--- src/rtl/dsl_pkg.sv ---
// ----------------------------------------------------------------------------
// dsl_pkg: shared types and constants for the dual servo limit controller
// Item kinds, result codes, fixed-point constants and encoder step helper.
// ----------------------------------------------------------------------------
package dsl_pkg;

  localparam int ENC_COUNTS    = 4096;
  localparam int ENC_QUARTER   = ENC_COUNTS / 4;
  localparam int POS_BITS_DEF  = 32;
  localparam int FACTOR_ONE    = 65536;
  localparam int FACTOR_STEP   = 6554;
  localparam int FACTOR_FRAC   = 16;
  localparam int DRIFT_DIVISOR = 5;
  // Drift / 5 by chunks: ceil(2^16 / 5) is exact for every 14-bit chunk value
  localparam int DRIFT_RECIP   = 13108;
  localparam int DRIFT_SHIFT   = 16;
  localparam int DRIFT_CHUNK   = 11;
  localparam int BAND_W        = 20;

  typedef enum logic [2:0] {
    KIND_TICK    = 3'd0,
    KIND_SET_VEL = 3'd1,
    KIND_ZERO    = 3'd2,
    KIND_SAFETY  = 3'd3,
    KIND_DISABLE = 3'd4
  } kind_t;

  typedef enum logic [1:0] {
    ACT_SPEED  = 2'd0,
    ACT_TORQUE = 2'd1,
    ACT_PASSED = 2'd2
  } action_t;

  typedef enum logic [1:0] {
    FLT_NONE    = 2'd0,
    FLT_NO_RESP = 2'd1,
    FLT_LOAD    = 2'd2
  } fault_t;

  typedef enum logic [2:0] {
    CFG_MIN_LIMIT = 3'd0,
    CFG_MAX_LIMIT = 3'd1,
    CFG_BAND      = 3'd2,
    CFG_LOAD_LIM  = 3'd3,
    CFG_ACCEL     = 3'd4,
    CFG_REVERSE   = 3'd5
  } cfg_idx_t;

  // Signed encoder step; a step beyond +/- a quarter turn is unwrapped by one full turn.
  function automatic logic signed [13:0] enc_step(input logic [11:0] raw,
                                                  input logic [11:0] prev);
    logic signed [13:0] d;
    d = $signed({2'b00, raw}) - $signed({2'b00, prev});
    if (d > 14'(ENC_QUARTER)) begin
      d = d - 14'(ENC_COUNTS);
    end else if (d < -14'(ENC_QUARTER)) begin
      d = d + 14'(ENC_COUNTS);
    end
    return d;
  endfunction

endpackage

--- src/rtl/dual_servo_limit_sync_control.sv ---
// ----------------------------------------------------------------------------
// dual_servo_limit_sync_control
// Paired wheel servo controller: encoder unwrap, soft-limit slowdown, drift
// sync, safety check and torque off, on a shared restoring divider and a
// short chunked reciprocal multiply for the drift correction.
// ----------------------------------------------------------------------------
//  channel | handshake          | payload
//  in      | in_valid/in_stall  | kind, raw_pos_a/b, raw_ok_a/b, load_a/b, velocity_target
//  out     | out_valid/out_stall| action, speed_a/b, accel_out, halted, fault, fault_servo,
//          |                    | position_a/b, last
//  cfg     | cfg_we             | cfg_index, cfg_data
//
//  A tick with an active command runs S_DIST, then S_DIV inside the slowdown band (16
//  divider steps form the factor), S_MUL and S_DEC; an uncorrected pair beat in S_PAIR
//  may come next and ends the item when halted; otherwise S_DRIFT, S_DV5, S_SUM and S_FIN
//  register the last beat. Drift / 5 takes 3 multiply steps at the default width. Set
//  velocity runs S_DIST to S_PAIR, safety check and disable use S_SIMPLE, and zero,
//  unknown kinds and idle ticks give no beat; a stalled beat holds the output state.
//  in_stall is high while an item is in flight; a last result may still wait
//  in the output register while the next beat is taken. Reset (synchronous,
//  active low) clears positions, command and out_valid; previous factor resets to one.
module dual_servo_limit_sync_control
  import dsl_pkg::*;
#(
  parameter int POSITION_BITS = POS_BITS_DEF
) (
  input  logic               clk,
  input  logic               rst_n,
  input  logic               cfg_we,
  input  logic [2:0]         cfg_index,
  input  logic [31:0]        cfg_data,
  input  logic               in_valid,
  output logic               in_stall,
  input  logic [2:0]         in_kind,
  input  logic [11:0]        in_raw_pos_a,
  input  logic               in_raw_ok_a,
  input  logic [11:0]        in_raw_pos_b,
  input  logic               in_raw_ok_b,
  input  logic signed [10:0] in_load_a,
  input  logic signed [10:0] in_load_b,
  input  logic signed [15:0] in_velocity_target,
  output logic               out_valid,
  input  logic               out_stall,
  output logic [1:0]         out_action,
  output logic signed [15:0] out_speed_a,
  output logic signed [15:0] out_speed_b,
  output logic [7:0]         out_accel_out,
  output logic               out_halted,
  output logic [1:0]         out_fault,
  output logic               out_fault_servo,
  output logic signed [31:0] out_position_a,
  output logic signed [31:0] out_position_b,
  output logic               out_last
);

  localparam int PB  = POSITION_BITS;
  localparam int EW  = ((PB > 32) ? PB : 32) + 2;  // distance / position math
  localparam int DVW = PB + 1;                     // drift magnitude / quotient
  localparam int CW  = $clog2(FACTOR_FRAC + 1);
  localparam int SW  = DVW + 3;                    // corrected speed sums
  localparam int RW  = BAND_W + 1;                 // partial remainder
  localparam int NCH = (DVW + DRIFT_CHUNK - 1) / DRIFT_CHUNK;
  localparam int XW  = NCH * DRIFT_CHUNK;
  localparam int VW  = DRIFT_CHUNK + 3;            // remainder and chunk

  typedef enum logic [3:0] {
    S_IDLE, S_DIST, S_DIV, S_MUL, S_DEC, S_PAIR, S_DRIFT, S_DV5, S_SUM, S_FIN,
    S_SIMPLE
  } state_t;

  // Configuration registers
  logic signed [31:0]  min_limit_r, max_limit_r;
  logic [BAND_W-1:0]   band_r;
  logic [9:0]          load_lim_r;
  logic [7:0]          accel_r;
  logic                rev_r;

  // Block state
  logic [PB-1:0]       turns_a_r, turns_b_r;
  logic [11:0]         prev_a_r, prev_b_r;
  logic signed [15:0]  vel_r;
  logic [16:0]         prev_f_r;

  // Sequencer and per-item working registers
  state_t              state_r;
  logic signed [15:0]  vel_use_r;
  logic                is_set_r, halt_r, pair_last_r, neg_r;
  logic [16:0]         f_r;
  logic signed [16:0]  base_r;
  logic signed [SW-1:0] sa_r, sb_r;
  logic [1:0]          act_r, fault_r;
  logic                fsv_r;

  // Restoring divider for the slowdown factor
  logic [RW-1:0]       rem_r;
  logic [BAND_W-1:0]   div_r;
  logic [15:0]         quo_r;
  logic [CW-1:0]       cnt_r;

  // Chunked drift / 5
  logic [XW-1:0]       x5_r;
  logic [2:0]          r5_r;
  logic [DVW-1:0]      q5_r;

  // Output register
  logic                out_valid_r;

  // --------------------------------------------------------------------------
  // Combinational helpers
  // --------------------------------------------------------------------------
  logic signed [13:0]   stp_a, stp_b;
  logic [PB-1:0]        turns_a_nxt, turns_b_nxt, pb_raw;
  logic signed [EW-1:0] pa_ext, pb_ext, lim_dist, band_ext, drift;
  logic [BAND_W-1:0]    band_eff;
  logic [RW-1:0]        div_t;
  logic                 div_ge;
  logic signed [33:0]   prod, prod_c;
  logic [16:0]          f_diff;
  logic signed [SW-1:0] sync_v, base_sw;
  logic [10:0]          mag_a, mag_b;
  logic                 out_free, out_load;
  logic [VW-1:0]        v5, r5_full;
  logic [2*VW-1:0]      p5;
  logic [DRIFT_CHUNK-1:0] q5_dig;
  logic [2:0]           r5_nxt;

  function automatic logic signed [15:0] sat16(input logic signed [SW-1:0] v);
    if (v > SW'(32767)) begin
      return 16'sh7fff;
    end else if (v < -SW'(32768)) begin
      return -16'sh8000;
    end
    return 16'(v);
  endfunction

  always_comb begin
    stp_a       = enc_step(in_raw_pos_a, prev_a_r);
    stp_b       = enc_step(in_raw_pos_b, prev_b_r);
    turns_a_nxt = turns_a_r + PB'(stp_a);
    turns_b_nxt = turns_b_r + PB'(stp_b);
    pb_raw      = rev_r ? (PB'(0) - turns_b_r) : turns_b_r;
    pa_ext      = EW'(signed'(turns_a_r));
    pb_ext      = EW'(signed'(pb_raw));
    lim_dist    = (vel_use_r > 16'sd0) ? (EW'(max_limit_r) - pa_ext)
                                       : (pa_ext - EW'(min_limit_r));
    band_eff    = (band_r == '0) ? BAND_W'(1) : band_r;
    band_ext    = EW'({1'b0, band_eff});
    drift       = pa_ext - pb_ext;
    div_t       = {rem_r[RW-2:0], 1'b0};
    div_ge      = div_t >= {1'b0, div_r};
    prod        = 34'(vel_use_r) * 34'(signed'({1'b0, f_r}));
    prod_c      = (prod < 0) ? (prod + 34'sd65535) : prod;
    f_diff      = (f_r >= prev_f_r) ? (f_r - prev_f_r) : (prev_f_r - f_r);
    v5          = {r5_r, x5_r[XW-1 -: DRIFT_CHUNK]};
    p5          = (2*VW)'(v5) * (2*VW)'(DRIFT_RECIP);
    q5_dig      = p5[DRIFT_SHIFT +: DRIFT_CHUNK];
    r5_full     = v5 - VW'(q5_dig) * VW'(DRIFT_DIVISOR);
    r5_nxt      = r5_full[2:0];
    sync_v      = neg_r ? -SW'(signed'({1'b0, q5_r})) : SW'(signed'({1'b0, q5_r}));
    base_sw     = SW'(base_r);
    mag_a       = in_load_a[10] ? 11'(-in_load_a) : 11'(in_load_a);
    mag_b       = in_load_b[10] ? 11'(-in_load_b) : 11'(in_load_b);
    out_free    = !out_valid_r || !out_stall;
    out_load    = out_free && (state_r inside {S_PAIR, S_FIN, S_SIMPLE});
  end

  assign in_stall  = (state_r != S_IDLE);
  assign out_valid = out_valid_r;

  // --------------------------------------------------------------------------
  // Configuration writes
  // --------------------------------------------------------------------------
  always_ff @(posedge clk) begin
    if (!rst_n) begin
      min_limit_r <= -32'sd999999;
      max_limit_r <= 32'sd999999;
      band_r      <= BAND_W'(2048);
      load_lim_r  <= 10'd800;
      accel_r     <= 8'd200;
      rev_r       <= 1'b1;
    end else if (cfg_we) begin
      case (cfg_idx_t'(cfg_index))
        CFG_MIN_LIMIT: min_limit_r <= cfg_data;
        CFG_MAX_LIMIT: max_limit_r <= cfg_data;
        CFG_BAND:      band_r      <= cfg_data[BAND_W-1:0];
        CFG_LOAD_LIM:  load_lim_r  <= cfg_data[9:0];
        CFG_ACCEL:     accel_r     <= cfg_data[7:0];
        CFG_REVERSE:   rev_r       <= cfg_data[0];
        default: ;
      endcase
    end
  end

  // --------------------------------------------------------------------------
  // Sequencer, state and output register
  // --------------------------------------------------------------------------
  always_ff @(posedge clk) begin
    if (!rst_n) begin
      state_r     <= S_IDLE;
      turns_a_r   <= '0;
      turns_b_r   <= '0;
      prev_a_r    <= '0;
      prev_b_r    <= '0;
      vel_r       <= '0;
      prev_f_r    <= 17'(FACTOR_ONE);
      out_valid_r <= 1'b0;
    end else begin
      // Drop the result once the far side takes it, unless a new one lands
      if (out_valid_r && !out_stall && !out_load) begin
        out_valid_r <= 1'b0;
      end

      case (state_r)
        S_IDLE: begin
          if (in_valid) begin
            case (in_kind)
              KIND_TICK: begin
                if (in_raw_ok_a) begin
                  turns_a_r <= turns_a_nxt;
                  prev_a_r  <= in_raw_pos_a;
                end
                if (in_raw_ok_b) begin
                  turns_b_r <= turns_b_nxt;
                  prev_b_r  <= in_raw_pos_b;
                end
                vel_use_r <= vel_r;
                is_set_r  <= 1'b0;
                if (vel_r != '0) begin
                  state_r <= S_DIST;
                end
              end
              KIND_SET_VEL: begin
                vel_r     <= in_velocity_target;
                vel_use_r <= in_velocity_target;
                is_set_r  <= 1'b1;
                state_r   <= S_DIST;
              end
              KIND_ZERO: begin
                if (in_raw_ok_a) prev_a_r <= in_raw_pos_a;
                if (in_raw_ok_b) prev_b_r <= in_raw_pos_b;
                turns_a_r <= '0;
                turns_b_r <= '0;
              end
              KIND_SAFETY: begin
                // Check servo a first, then servo b
                state_r <= S_SIMPLE;
                if (!in_raw_ok_a || mag_a > {1'b0, load_lim_r}) begin
                  act_r   <= ACT_TORQUE;
                  fault_r <= in_raw_ok_a ? FLT_LOAD : FLT_NO_RESP;
                  fsv_r   <= 1'b0;
                  vel_r   <= '0;
                end else if (!in_raw_ok_b || mag_b > {1'b0, load_lim_r}) begin
                  act_r   <= ACT_TORQUE;
                  fault_r <= in_raw_ok_b ? FLT_LOAD : FLT_NO_RESP;
                  fsv_r   <= 1'b1;
                  vel_r   <= '0;
                end else begin
                  act_r   <= ACT_PASSED;
                  fault_r <= FLT_NONE;
                  fsv_r   <= 1'b0;
                end
              end
              KIND_DISABLE: begin
                vel_r   <= '0;
                act_r   <= ACT_TORQUE;
                fault_r <= FLT_NONE;
                fsv_r   <= 1'b0;
                state_r <= S_SIMPLE;
              end
              default: ;
            endcase
          end
        end

        S_DIST: begin
          if (vel_use_r == '0 || lim_dist >= band_ext) begin
            f_r     <= 17'(FACTOR_ONE);
            halt_r  <= 1'b0;
            state_r <= S_MUL;
          end else if (lim_dist <= EW'(0)) begin
            f_r     <= '0;
            halt_r  <= 1'b1;
            state_r <= S_MUL;
          end else begin
            // Remaining distance is below the band: factor = dist * 2^16 / band
            halt_r  <= 1'b0;
            rem_r   <= RW'(lim_dist[BAND_W-1:0]);
            div_r   <= band_eff;
            quo_r   <= '0;
            cnt_r   <= CW'(FACTOR_FRAC);
            state_r <= S_DIV;
          end
        end

        S_DIV: begin
          rem_r <= div_ge ? (div_t - {1'b0, div_r}) : div_t;
          quo_r <= {quo_r[14:0], div_ge};
          cnt_r <= cnt_r - CW'(1);
          if (cnt_r == CW'(1)) begin
            f_r     <= {1'b0, quo_r[14:0], div_ge};
            state_r <= S_MUL;
          end
        end

        S_MUL: begin
          base_r  <= 17'(prod_c >>> FACTOR_FRAC);
          state_r <= S_DEC;
        end

        S_DEC: begin
          if (is_set_r) begin
            pair_last_r <= 1'b1;
            state_r     <= S_PAIR;
          end else if (halt_r || f_diff >= 17'(FACTOR_STEP)) begin
            prev_f_r    <= f_r;
            pair_last_r <= halt_r;
            if (halt_r) vel_r <= '0;
            state_r     <= S_PAIR;
          end else begin
            state_r <= S_DRIFT;
          end
        end

        S_PAIR: begin
          if (out_free) begin
            out_valid_r     <= 1'b1;
            out_action      <= ACT_SPEED;
            out_speed_a     <= sat16(base_sw);
            out_speed_b     <= sat16(rev_r ? -base_sw : base_sw);
            out_accel_out   <= accel_r;
            out_halted      <= halt_r && !is_set_r;
            out_fault       <= FLT_NONE;
            out_fault_servo <= 1'b0;
            out_position_a  <= pa_ext[31:0];
            out_position_b  <= pb_ext[31:0];
            out_last        <= pair_last_r;
            state_r         <= pair_last_r ? S_IDLE : S_DRIFT;
          end
        end

        S_DRIFT: begin
          // Magnitude of drift divided by chunks, sign applied afterwards
          neg_r   <= drift < 0;
          x5_r    <= (drift < 0) ? XW'(-drift) : XW'(drift);
          r5_r    <= '0;
          q5_r    <= '0;
          cnt_r   <= CW'(NCH);
          state_r <= S_DV5;
        end

        S_DV5: begin
          x5_r  <= x5_r << DRIFT_CHUNK;
          r5_r  <= r5_nxt;
          q5_r  <= {q5_r[DVW-DRIFT_CHUNK-1:0], q5_dig};
          cnt_r <= cnt_r - CW'(1);
          if (cnt_r == CW'(1)) begin
            state_r <= S_SUM;
          end
        end

        S_SUM: begin
          sa_r    <= base_sw - sync_v;
          sb_r    <= base_sw + sync_v;
          state_r <= S_FIN;
        end

        S_FIN: begin
          if (out_free) begin
            out_valid_r     <= 1'b1;
            out_action      <= ACT_SPEED;
            out_speed_a     <= sat16(sa_r);
            out_speed_b     <= sat16(rev_r ? -sb_r : sb_r);
            out_accel_out   <= accel_r;
            out_halted      <= 1'b0;
            out_fault       <= FLT_NONE;
            out_fault_servo <= 1'b0;
            out_position_a  <= pa_ext[31:0];
            out_position_b  <= pb_ext[31:0];
            out_last        <= 1'b1;
            state_r         <= S_IDLE;
          end
        end

        S_SIMPLE: begin
          if (out_free) begin
            out_valid_r     <= 1'b1;
            out_action      <= act_r;
            out_speed_a     <= '0;
            out_speed_b     <= '0;
            out_accel_out   <= '0;
            out_halted      <= 1'b0;
            out_fault       <= fault_r;
            out_fault_servo <= fsv_r;
            out_position_a  <= pa_ext[31:0];
            out_position_b  <= pb_ext[31:0];
            out_last        <= 1'b1;
            state_r         <= S_IDLE;
          end
        end

        default: state_r <= S_IDLE;
      endcase
    end
  end

`ifndef NO_ASSERTIONS
  a_halt_zero: assert property (@(posedge clk) disable iff (!rst_n)
    out_valid && out_halted |-> out_speed_a == 16'sd0 && out_speed_b == 16'sd0)
    else $error("halted result carries nonzero speed");

  a_fault_torque: assert property (@(posedge clk) disable iff (!rst_n)
    out_valid && out_fault != FLT_NONE |-> out_action == ACT_TORQUE)
    else $error("fault reported without torque off");

  a_factor_range: assert property (@(posedge clk) disable iff (!rst_n)
    prev_f_r <= 17'(FACTOR_ONE))
    else $error("previous factor above one");

  a_out_hold: assert property (@(posedge clk) disable iff (!rst_n)
    out_valid && out_stall |=> out_valid && $stable(out_action) &&
      $stable(out_speed_a) && $stable(out_speed_b) && $stable(out_last))
    else $error("stalled result beat changed");
`endif

endmodule
--- config.mk ---
export PLATFORM = sky130hd
export DESIGN_NAME = dual_servo_limit_sync_control
export DESIGN_NICKNAME = d
export VERILOG_FILES = /design/src/rtl/dsl_pkg.sv /design/src/rtl/dual_servo_limit_sync_control.sv
export SDC_FILE = /design/constraint.sdc
export NUM_CORES = 2
export LEC_CHECK = 0
export ABC_AREA = 1
export ABC_CLOCK_PERIOD_IN_PS = 10930
export BUFFER_PORTS_ARGS = -buffer_cell sky130_fd_sc_hd__buf_2
export CORE_ASPECT_RATIO = 1.2
export CORE_UTILIZATION = 40
export DETAILED_ROUTE_END_ITERATION = 8
export SETUP_SLACK_MARGIN = 0.02
export SLEW_MARGIN = 20
export SYNTH_ARGS = -nofsm -noshare
export SYNTH_HDL_FRONTEND = slang
export SYNTH_SLANG_ARGS = --single-unit
--- constraint.sdc ---
create_clock -name clk -period 10.93 [get_ports clk]
set_input_delay 0.5465 -clock clk [delete_from_list [all_inputs] [get_ports clk]]
set_output_delay 0.5465 -clock clk [all_outputs]
set_load 0.02 [all_outputs]
Word level (Yosys, flattened, before mapping):

Index checks and enable logic that the tools add are counted.

* input port bits: 107
* output and inout port bits: 113
* RAM bits: 0
* memories: 0
* latch bits: 0
* register bits after elaboration: 600
* memory bits (read-only): 0

* equality and inequality tests: 40
* divide/modulo/power cells: 0
* shifts and indexed selects: 0
* mux-type cells: 130
* $add $sub $neg: 26
* $mul: 3
* order comparisons: 22
* reduce and logical (&&, ||, !) cells: 68
* bitwise gates (word level): 3

Operators by type and width (count)
* 16-bit 2-to-1 mux: 23
* 16-bit one-hot mux with 3 select lines: 3
* 33-bit one-hot mux with 2 select lines: 2
* 32-bit one-hot mux with 2 select lines: 2
* 36-bit by 16-bit greater-than comparator with 1-bit output (second input constant): 3
* 36-bit by 16-bit less-than comparator with 1-bit output (second input constant): 3
* 36-bit 2-to-1 mux: 3
* 32-bit by 32-bit subtractor with 33-bit output: 3
* 32-bit 2-to-1 mux: 3
* 20-bit 2-to-1 mux: 4
* 17-bit 2-to-1 mux: 4
* 33-bit 2-to-1 mux: 2
* 32-bit adder: 2
* 16-bit one-hot mux with 2 select lines: 2
* 14-bit 2-to-1 mux: 4
* 4-bit AND reduction: 12
* 20-bit one-hot mux with 2 select lines: 1
* 4-bit one-hot mux with 10 select lines: 1
* 17-bit by 36-bit adder with 36-bit output: 1
* 17-bit negation with 36-bit output: 1
* 33-bit negation with 36-bit output: 1
* 36-bit negation: 1
* 17-bit by 36-bit subtractor with 36-bit output: 1
* 34-bit by 21-bit >= comparator with 1-bit output: 1
* 75 further kinds: 209

Longest topological paths before layout:

* depth in word-level cells: 11
* gate-level depth with buffers: 38
* gate-level depth less buffers: 38

Worst setup path before layout:

Ideal clock, no wire load.

* path kind: register -> register
* start point: reg f_r[1]
* end point: reg base_r[16], data pin
* period minus slack after synthesis: 6.471 ns
* library setup time: 0.252 ns
* stages on the path, launching flop included: 30
* slack: 4.459 ns
* arrival: 6.219 ns
* path through: edfxtp_1 > clkbuf_1 > clkbuf_1 > nand2_1 > fa_1 > fa_1 > inv_1 > fa_1 > fa_1 > fa_1 > inv_1 > fa_1 > inv_1 > ha_1 > nand2_1 > nor4_1 > nand2_1 > nand3_1 > nand2_1 > nand2_1 > nand2_1 > a21oi_1 > xor2_1 > nand2_1 > inv_1 > nand3_1 > nor2_1 > nand2_1 > nand2_1 > nand2_1

* longest elaborated chain between the ends: 3
* elaborated cells between the ends (all ways): 4

RTL lines
* from (decl): line dual_servo_limit_sync_control.sv:88 `logic [16:0] f_r;`
* from (signal assigned): line dual_servo_limit_sync_control.sv:277 `f_r <= 17'(FACTOR_ONE);`
* from (signal assigned): line dual_servo_limit_sync_control.sv:300 `f_r <= {1'b0, quo_r[14:0], div_ge};`
* 16-bit by 18-bit multiplier with 34-bit output *: line dual_servo_limit_sync_control.sv:151 `prod = 34'(vel_use_r) * 34'(signed'({1'b0, f_r}));`
* 33-bit by 17-bit adder with 33-bit output / 34-bit by 1-bit less-than comparator with 1-bit output (equally long branches): line dual_servo_limit_sync_control.sv:152 `prod_c = (prod < 0) ? (prod + 34'sd65535) : prod;`
* 33-bit 2-to-1 mux *: line dual_servo_limit_sync_control.sv:152
* net prod_c[32]: line dual_servo_limit_sync_control.sv:117 `logic signed [33:0] prod, prod_c;`
* to (signal assigned): line dual_servo_limit_sync_control.sv:306 `base_r <= 17'(prod_c >>> FACTOR_FRAC);`
* to (decl): line dual_servo_limit_sync_control.sv:89 `logic signed [16:0] base_r;`

The timed path passes the listed nets; every way through them passes the cells marked *.
A chain may end at the register's enable or synchronous reset.

Final worst setup path:

Ends and elaborated chain as after synthesis.

==> flow_summary.json <==
{
  "fin_tns_setup_ns": 0,
  "crit_required_ns": 11.37,
  "cp_max_fo": 20,
  "core_area_sq_um": 147000,
  "postCtsHoldBufs": 0,
  "route.detailed.drc": 0,
  "synth_edf_count": 370,
  "maxSlewViolCount": 0,
  "vdd_drop_max_mv": 0.9152,
  "clock_skew_ns": 0.04623,
  "cts-root-buf": "clkbuf_16",
  "path_clk_slew_ns": 0.06,
  "clk_latency_ns": 0.70,
  "drive_gt1_share_pct": 6.226,
  "startpoint_type": "flip-flop",
  "avgSynthCellArea_sq_um": 7.178,
  "rows": 154,
  "end_kind": "flip-flop",
  "grt_setup_unrepaired": "no",
  "ys_seq_area_share_pct": 26.46,
  "cts_made_buffers": 73,
  "drt_iter0_drc": 3465,
  "powerDensity_nw_per_um2": 314.4,
  "syn_to_final_growth_pct": 8.948,
  "final_antenna_net_count": 0,
  "synth-simple-area-share_pct": 24.15,
  "period_share_pct": 65.37,
  "cts_buffer_depth": 3,
  "synth_top_family_by_area": "simple AND/OR/NAND/NOR gates",
  "hold_viol": 0,
  "ios": 220,
  "cts.sinks": 599,
  "grt_max_degree": 80,
  "start_util_pct": 40.35,
  "worst_pin_slew_ns": 1.096,
  "grt_first_pass_wirelength_um": 287200,
  "globalplace.congestion": 0.9464,
  "synth_cell_type_count": 74,
  "synth_nets": 9210,
  "dominantRegCellSynth": "edfxtp_1",
  "synth_compound_area_share_pct": 11.37,
  "routedWlPerCell_um": 17.84,
  "placed_cell_area_sq_um": 62220,
  "fin_hold_ws_ns": 0.09084,
  "antenna_found_initial": 16,
  "viasPerCell": 5.089,
  "synthMuxAreaShare_pct": 0,
  "layout_common_cells": "1,980 x nand2_1, 1,565 x inv_1, 710 x nor2_1, 570 x ha_1, 568 x a21oi_1",
  "synth_cells": 8264,
  "p_leak_uw": 0.03257,
  "final_area_sq_um": 64620,
  "stdcell_count": 10380,
  "maxSlewHeadroom_pct": 26.83,
  "fin_nets": 9306,
  "cap_viol_max_count": 0,
  "die-area_sq_um": 149800,
  "post_cts_resized": 0,
  "fin_crit_ns": 7.145,
  "fmax_mhz": 140.0,
  "die_w_um": 353.5,
  "grt_pass1_vias": 51970,
  "grtUsageMet1_pct": 30.32,
  "grt_use_met2_pct": 43.08,
  "yosys.area_share.adder_pct": 21.10,
  "outcome": "finished clean",
  "hp-class": "in -> reg",
  "wirelength_um": 185200,
  "dp_cells": 10230,
  "post_cts_buffers": 0,
  "grt_overflow_total": 0,
  "cp.arrival_ns": 7.59,
  "dr.pass1.iters": 6,
  "synth_xor_xnor_area_share_pct": 5.159,
  "ys_async_sr_fraction_pct": 0,
  "via_count": 52810,
  "crit_type": "reg -> reg",
  "dp_hpwl_um": 148400,
  "port_buffers": 219,
  "grt_busiest_layer": "met2",
  "fp.dieH_um": 423.8,
  "grt.total_usage_pct": 24.50,
  "ys_warn_count": 0,
  "setup-violations-final": 0,
  "netlist_area_sq_um": 59320,
  "htree_levels": 3,
  "grtUsageMet3_pct": 2.783,
  "final_common_cell": "nand2_1",
  "synth_seq_cells": 599,
  "cts_tree": "yes"
}
registers in the layout, indices dropped and copies added (netlist names), 32 cells and up:
| signal | flops |
|---|---|
| turns_b_r | 32 |
| min_limit_r | 32 |
| out_position_b | 32 |
| max_limit_r | 32 |
| q5_r | 33 |
| sb_r | 35 |
| x5_r | 33 |
| out_position_a | 32 |
| sa_r | 36 |
| turns_a_r | 32 |
power by group:
group          switching, uW  internal, uW  total (uW)
combinational           9310          5280       14600
sequential               199          3040        3240
clock                   1060          1430        2490
Yosys cell counts (all sizes together), types with 2 or more instances:
| library cell | instances | share of area, % |
|---|---|---|
| nor2 | 746 | 4.9 |
| and3 | 4 | 0.042 |
| a22oi | 2 | 0.025 |
| o21ai | 405 | 3.5 |
| ha | 570 | 12 |
| o21a | 22 | 0.28 |
| nor3 | 109 | 0.98 |
| or2 | 44 | 0.46 |
| dfxtp | 229 | 7.7 |
| buf | 74 | 0.65 |
| clkbuf | 164 | 1.0 |
| o211ai | 47 | 0.60 |
| nand3 | 369 | 3.1 |
| edfxtp | 370 | 19 |
| nor3b | 5 | 0.072 |
| a311o | 2 | 0.034 |
| a221oi | 8 | 0.12 |
| nor4 | 27 | 0.28 |
| xor2 | 280 | 4.2 |
| nand2 | 2003 | 13 |
| nand4 | 85 | 0.93 |
| clkinv | 2 | 0.013 |
| or4 | 2 | 0.025 |
| nand3b | 31 | 0.39 |
| inv | 1590 | 10 |
| a211oi | 5 | 0.063 |
| a41oi | 3 | 0.044 |
| a21boi | 38 | 0.49 |
| a21oi | 570 | 4.8 |
| o221ai | 4 | 0.059 |
| a21o | 21 | 0.27 |
| a31oi | 37 | 0.39 |
| xnor2 | 66 | 0.99 |
| o22ai | 8 | 0.084 |
| o21bai | 25 | 0.32 |
| and2 | 6 | 0.063 |
| o31ai | 13 | 0.16 |
| fa | 269 | 9.1 |
per-layer routing:
layer,vias to the layer above,wire (um),part of all wire [%]
met1,24680,79570,43
met2,1324,89170,48
met4,2,7395,4.0
met5,-,13,0.0070
li1,26480,-,-
met3,331,9059,4.9
metrics by stage:
stage               util, %  total power (uW)  setup slack (ns)
floorplan                 -             14700             4.459
global placement      42.32             17770             3.841
detailed placement    42.32             17820             3.724
CTS                   43.92             20430             3.756
global route          43.94             22670             3.290
finish                43.96             20320             3.785
area by class of cell:
type                    instances  area, sq um
diodes                         13        32.53
clock buffers                  94         1978
clock inverters                37        377.9
fillers                     15110        82390
inverters                    1592         5977
multi-input cells            5835        36710
flip-flops and latches        599        15700
well taps                    1950         2440
repair buffers                259         1411
kinds of logic (layout without fill, tap and decap cells):
| logic type | after synthesis | count (layout) |
|---|---|---|
| buffers and inverters | 1830 | 1982 |
| other | 0 | 13 |
| AND/OR/NAND/NOR | 3432 | 3432 |
| adder cells (fa/ha/maj) | 839 | 839 |
| flip-flops | 599 | 599 |
| XOR/XNOR | 346 | 346 |
| AO/OA/AOI/OAI | 1218 | 1218 |
final timing paths:
check | to | from | cells after the start | slack [ns]
max reg2reg | base_r[16] | f_r[1] | 27 | 3.78
min reg2reg | div_r[13] | band_r[13] | 0 | 0.43
max | base_r[16] | f_r[1] | 27 | 3.78
min | min_limit_r[30] | cfg_data[30] | 3 | 0.09
worst max-delay path, cell delays in order, from the launching register on:
cell      delay, ns
edfxtp_1       1.01
nand2_1        0.17
fa_1           0.54
fa_1           0.55
inv_1          0.05
fa_1           0.50
fa_1           0.54
fa_1           0.55
inv_1          0.05
fa_1           0.53
inv_1          0.04
ha_1           0.34
nand2_1        0.13
nor4_1         0.28
nand2_1        0.08
nand3_1        0.13
nand2_1        0.07
nand2_1        0.10
nand2_1        0.10
a21oi_1        0.23
xor2_1         0.32
nand2_1        0.14
inv_1          0.10
nand3_1        0.07
nor2_1         0.14
nand2_1        0.07
nand2_1        0.05
nand2_1        0.04
No activity file was read; power rests on OpenSTA's default activity.
